==> config.mk <==
export PLATFORM = sky130hd
export DESIGN_NAME = deq_cell
export DESIGN_NICKNAME = d
export VERILOG_FILES = /design/src/rtl/core/deq_pkg.sv /design/src/rtl/core/deq_cell.sv
export SDC_FILE = /design/constraint.sdc
export NUM_CORES = 1
export LEC_CHECK = 0
export BUFFER_PORTS_ARGS = -buffer_cell sky130_fd_sc_hd__buf_2
export CAP_MARGIN = 10
export CORE_ASPECT_RATIO = 1.5
export CORE_MARGIN = 1
export CORE_UTILIZATION = 41
export CTS_BUF_LIST = sky130_fd_sc_hd__clkbuf_2 sky130_fd_sc_hd__clkbuf_4 sky130_fd_sc_hd__clkbuf_8
export DETAILED_ROUTE_END_ITERATION = 6
export HOLD_SLACK_MARGIN = 0.12
export MAX_ROUTING_LAYER = met4
export PLACE_DENSITY = 0.83
export SYNTH_ARGS = -nofsm -noshare
export SYNTH_HDL_FRONTEND = slang
export SYNTH_SLANG_ARGS = --single-unit
export TNS_END_PERCENT = 50
==> constraint.sdc <==
create_clock -name clk -period 7.3 [get_ports clk]
set_input_delay 0.365 -clock clk [delete_from_list [all_inputs] [get_ports clk]]
set_output_delay 0.365 -clock clk [all_outputs]
set_load 0.02 [all_outputs]
==> src/rtl/core/deq_pkg.sv <==
// shared types and codes for the double-ended queue
package deq_pkg;

  localparam int DATA_W = 32;
  localparam int CNT_W  = 7;

  // operation codes
  localparam logic [2:0] KIND_PUSH_FRONT = 3'd0;
  localparam logic [2:0] KIND_POP_FRONT  = 3'd1;
  localparam logic [2:0] KIND_PUSH_BACK  = 3'd2;
  localparam logic [2:0] KIND_POP_BACK   = 3'd3;
  localparam logic [2:0] KIND_LIST       = 3'd4;

  // result status codes
  localparam logic [2:0] ST_DONE   = 3'd0;
  localparam logic [2:0] ST_UNDER  = 3'd1;
  localparam logic [2:0] ST_OVER   = 3'd2;
  localparam logic [2:0] ST_EMPTY  = 3'd3;
  localparam logic [2:0] ST_LISTED = 3'd4;

  typedef struct packed {
    logic [2:0]               kind;
    logic signed [DATA_W-1:0] value;
  } in_t;

  typedef struct packed {
    logic [2:0]               status;
    logic signed [DATA_W-1:0] item;
    logic [CNT_W-1:0]         count;
    logic                     last;
  } out_t;

  // broadcast from the controller to every cell
  typedef struct packed {
    logic             push_front;
    logic             pop_front;
    logic             push_back;
    logic             rotate;
    logic [CNT_W-1:0] count;
  } deq_ctl_t;

endpackage

==> src/rtl/core/deq_cell.sv <==
// one storage cell of the queue chain
module deq_cell #(
  parameter int IDX = 0
) (
  input  logic                             clk,
  input  deq_pkg::deq_ctl_t                ctl,
  input  logic signed [deq_pkg::DATA_W-1:0] in_value,
  input  logic signed [deq_pkg::DATA_W-1:0] left_val,
  input  logic signed [deq_pkg::DATA_W-1:0] right_val,
  input  logic signed [deq_pkg::DATA_W-1:0] head_val,
  output logic signed [deq_pkg::DATA_W-1:0] val,
  output logic signed [deq_pkg::DATA_W-1:0] tail_val
);
  import deq_pkg::*;

  localparam logic [CNT_W-1:0] IDX_C = CNT_W'(IDX);

  logic signed [DATA_W-1:0] val_r;
  logic signed [DATA_W-1:0] val_nxt;
  logic [CNT_W-1:0]         last_pos;

  assign last_pos = ctl.count - 1'b1;

  always_comb begin
    val_nxt = val_r;
    if (ctl.push_front) begin
      val_nxt = (IDX == 0) ? in_value : left_val;
    end else if (ctl.pop_front) begin
      val_nxt = right_val;
    end else if (ctl.push_back) begin
      if (IDX_C == ctl.count) begin
        val_nxt = in_value;
      end
    end else if (ctl.rotate) begin
      // front entry wraps around to the back of the held range
      if (IDX_C == last_pos) begin
        val_nxt = head_val;
      end else if (IDX_C < last_pos) begin
        val_nxt = right_val;
      end
    end
  end

  always_ff @(posedge clk) begin
    val_r <= val_nxt;
  end

  assign val      = val_r;
  assign tail_val = (IDX_C == last_pos && ctl.count != '0) ? val_r : '0;

endmodule

==> qor.yml <==
num_antenna_cells: 0
tightest_slew_ns: 1.226
timing.fmax_mhz: 246.6
grt_pass1_vias: 2996
p_leak_nw: 1.712
vias: 3196
synth_cell_type_count: 27
synth.avg_cell_area_um2: 8.242
firstDrtPassIters: 6
cts.sinks: 32
ir_worst_vdd_v: 0.0001056
period_share_pct: 55.56
area_growth_pct: 37.35
dieHeight_um: 99.46
worstPathArrival_ns: 3.69
maxSlewHeadroom_pct: 18.24
status: "complete, no violations"
hold_viol: 0
cts_buffer_depth: 2
hold_ws_ns: 0.4135
routed_via_density: 5.875
drtIter0Drc: 309
ant_nets: 0
crit_path_end_kind: "primary output"
yosys.area.top_type: "edfxtp_1"
drv_cap: 0
fin_setup_tns_ns: 0
synth_seq_cells: 32
grt_overflow_total: 0
largest_reg_flops: 32
ctsHoldBuffers: 0
drive_above_1_share_pct: 39.79
slew_viol_final: 0
synth_common_cells: "inv_1, nand4_1, and2_1"
setup_violations: 0
cts_root_buffer: "clkbuf_8"
async_flop_share_pct: 0
grt_max_degree: 36
required_ns: 6.93
crit_type: "input pin to primary output"
row_count: 35
synth_edf_count: 32
die_w_um: 66.98
num_io_pins: 204
cts_tree: "yes"
syn_area_mm2: 0.002596
synthFlopType: "edfxtp_1"
ys_seq_area_share_pct: 37.01
die_area_mm2: 0.006661
core_area_mm2: 0.006131
start_kind: "input pin"
synth_top_family_by_area: "compound AO/OA/AOI/OAI gates"
synth-adder-area-share_pct: 1.446
synth_cells: 315
remaining_drc_errors: 0
path_max_fanout: 35
io_buffers: 171
synthTopCellsByArea: "edfxtp_1, a22oi_1, o211ai_1"
p_per_area_mw_per_mm2: 159.3
final.min_clock_period_ns: 4.056
synth_simple_gate_area_share_pct: 24.29
hold_path_class: "input pin to register"
initial_core_util_pct: 42.35
htree_levels: 2
cts.clk_slew.worst_paths_ns: 0.07
synth_mux_area_share_pct: 0
grt_pass1_wl_um: 13640
yosysWarningCount: 0
numCtsBuffers: 5
synth_xor_area_share_pct: 0
cts_repair_resize_count: 0
syn-num-nets: 458
gp_congestion: 0.8795
grt_setup_unrepaired: "no"
grt_usage_pct: 27.28
post_cts_buffers: 0
yosysTopAreaCellShare_pct: 37.01
drt-wirelength-per-cell_um: 16.49
routed_wl_um: 8968
nNetsFinal: 612
dp_hpwl_um: 6234
synth-compound-area-share_pct: 27.23
antenna_found_initial: 0
yosysMostFrequentCell: "inv_1"
per-stage QoR:
stage	setup slack, ns	util [%]	instance area [um^2]	total power [mW]	cells
after floorplan	1.713	-	2596	0.3323	315
after global placement	3.401	56.43	3460	0.3987	536
after detailed placement	3.284	56.43	3460	0.4048	536
after CTS	3.274	58.16	3566	0.5695	544
after global routing	3.051	58.16	3566	0.5951	544
final	3.244	58.16	3566	0.5679	544
layout by cell type (no fill, tap or decap):
cell | synthesis | layout
clkbuf_8 | 0 | 5
nand3_1 | 2 | 2
nor4b_2 | 1 | 1
o211ai_1 | 32 | 32
o21ai_0 | 1 | 1
and2_1 | 33 | 33
bufinv_16 | 0 | 1
nand4_1 | 35 | 35
edfxtp_1 | 32 | 32
o311ai_2 | 0 | 1
inv_1 | 36 | 36
buf_2 | 7 | 171
o21bai_1 | 1 | 1
and3_1 | 1 | 1
a21bo_2 | 1 | 1
nand3b_1 | 1 | 1
nor2_2 | 0 | 1
nor3_1 | 1 | 1
or2_2 | 1 | 1
clkinv_1 | 0 | 2
a21oi_1 | 32 | 32
buf_4 | 3 | 4
or3_1 | 1 | 1
ha_1 | 3 | 3
nor2_1 | 5 | 4
nand2_1 | 32 | 32
and4b_1 | 1 | 1
a32oi_4 | 1 | 1
a22oi_1 | 32 | 32
a21o_1 | 1 | 1
per-layer routing:
layer | GRT usage (%) | wire length, um | vias to the layer above
met5 | - | 0 | -
met4 | 9.329 | 255 | 0
met3 | 4.014 | 650 | 29
met2 | 48.48 | 4822 | 208
met1 | 30.15 | 3240 | 1481
li1 | - | - | 1478
cells by family (layout without fill, tap and decap cells):
family	count (synthesis)	count (layout)
flops	32	32
fa+ha+maj	3	3
compound gates	102	102
buf+inv	64	219
simple gates	114	114
final cells by class:
cell class | instances | area, um^2
fillers | 564 | 2565
clock buffers | 5 | 68.82
inverters | 36 | 135.1
well taps | 74 | 92.59
clock inverters | 3 | 37.54
repair buffers | 175 | 885.9
multi-input cells | 219 | 1385
flip-flops and latches | 32 | 960.9
critical path, cell delays in order:
cell and delay, ns:
buf_2 0.13, inv_1 0.09, ha_1 0.27, nor4b_2 0.31, nand4_1 0.18, a32oi_4 1.01
and3_1 0.93, and2_1 0.23, buf_2 0.17
power by group:
part           internal [mW]  switching (mW)
Sequential             0.231          0.0112
Combinational         0.0606          0.0995
Clock                 0.0994          0.0658
final timing paths:
| path | startpoint | to | slack, ns | depth (start not counted) |
|---|---|---|---|---|
| worst max-delay path | ctl[0] | tail_val[12] | 3.24 | 9 |
| worst min-delay path | right_val[6] | val[6] | 0.41 | 3 |
Note: power is estimated with default switching activity, not from simulation.
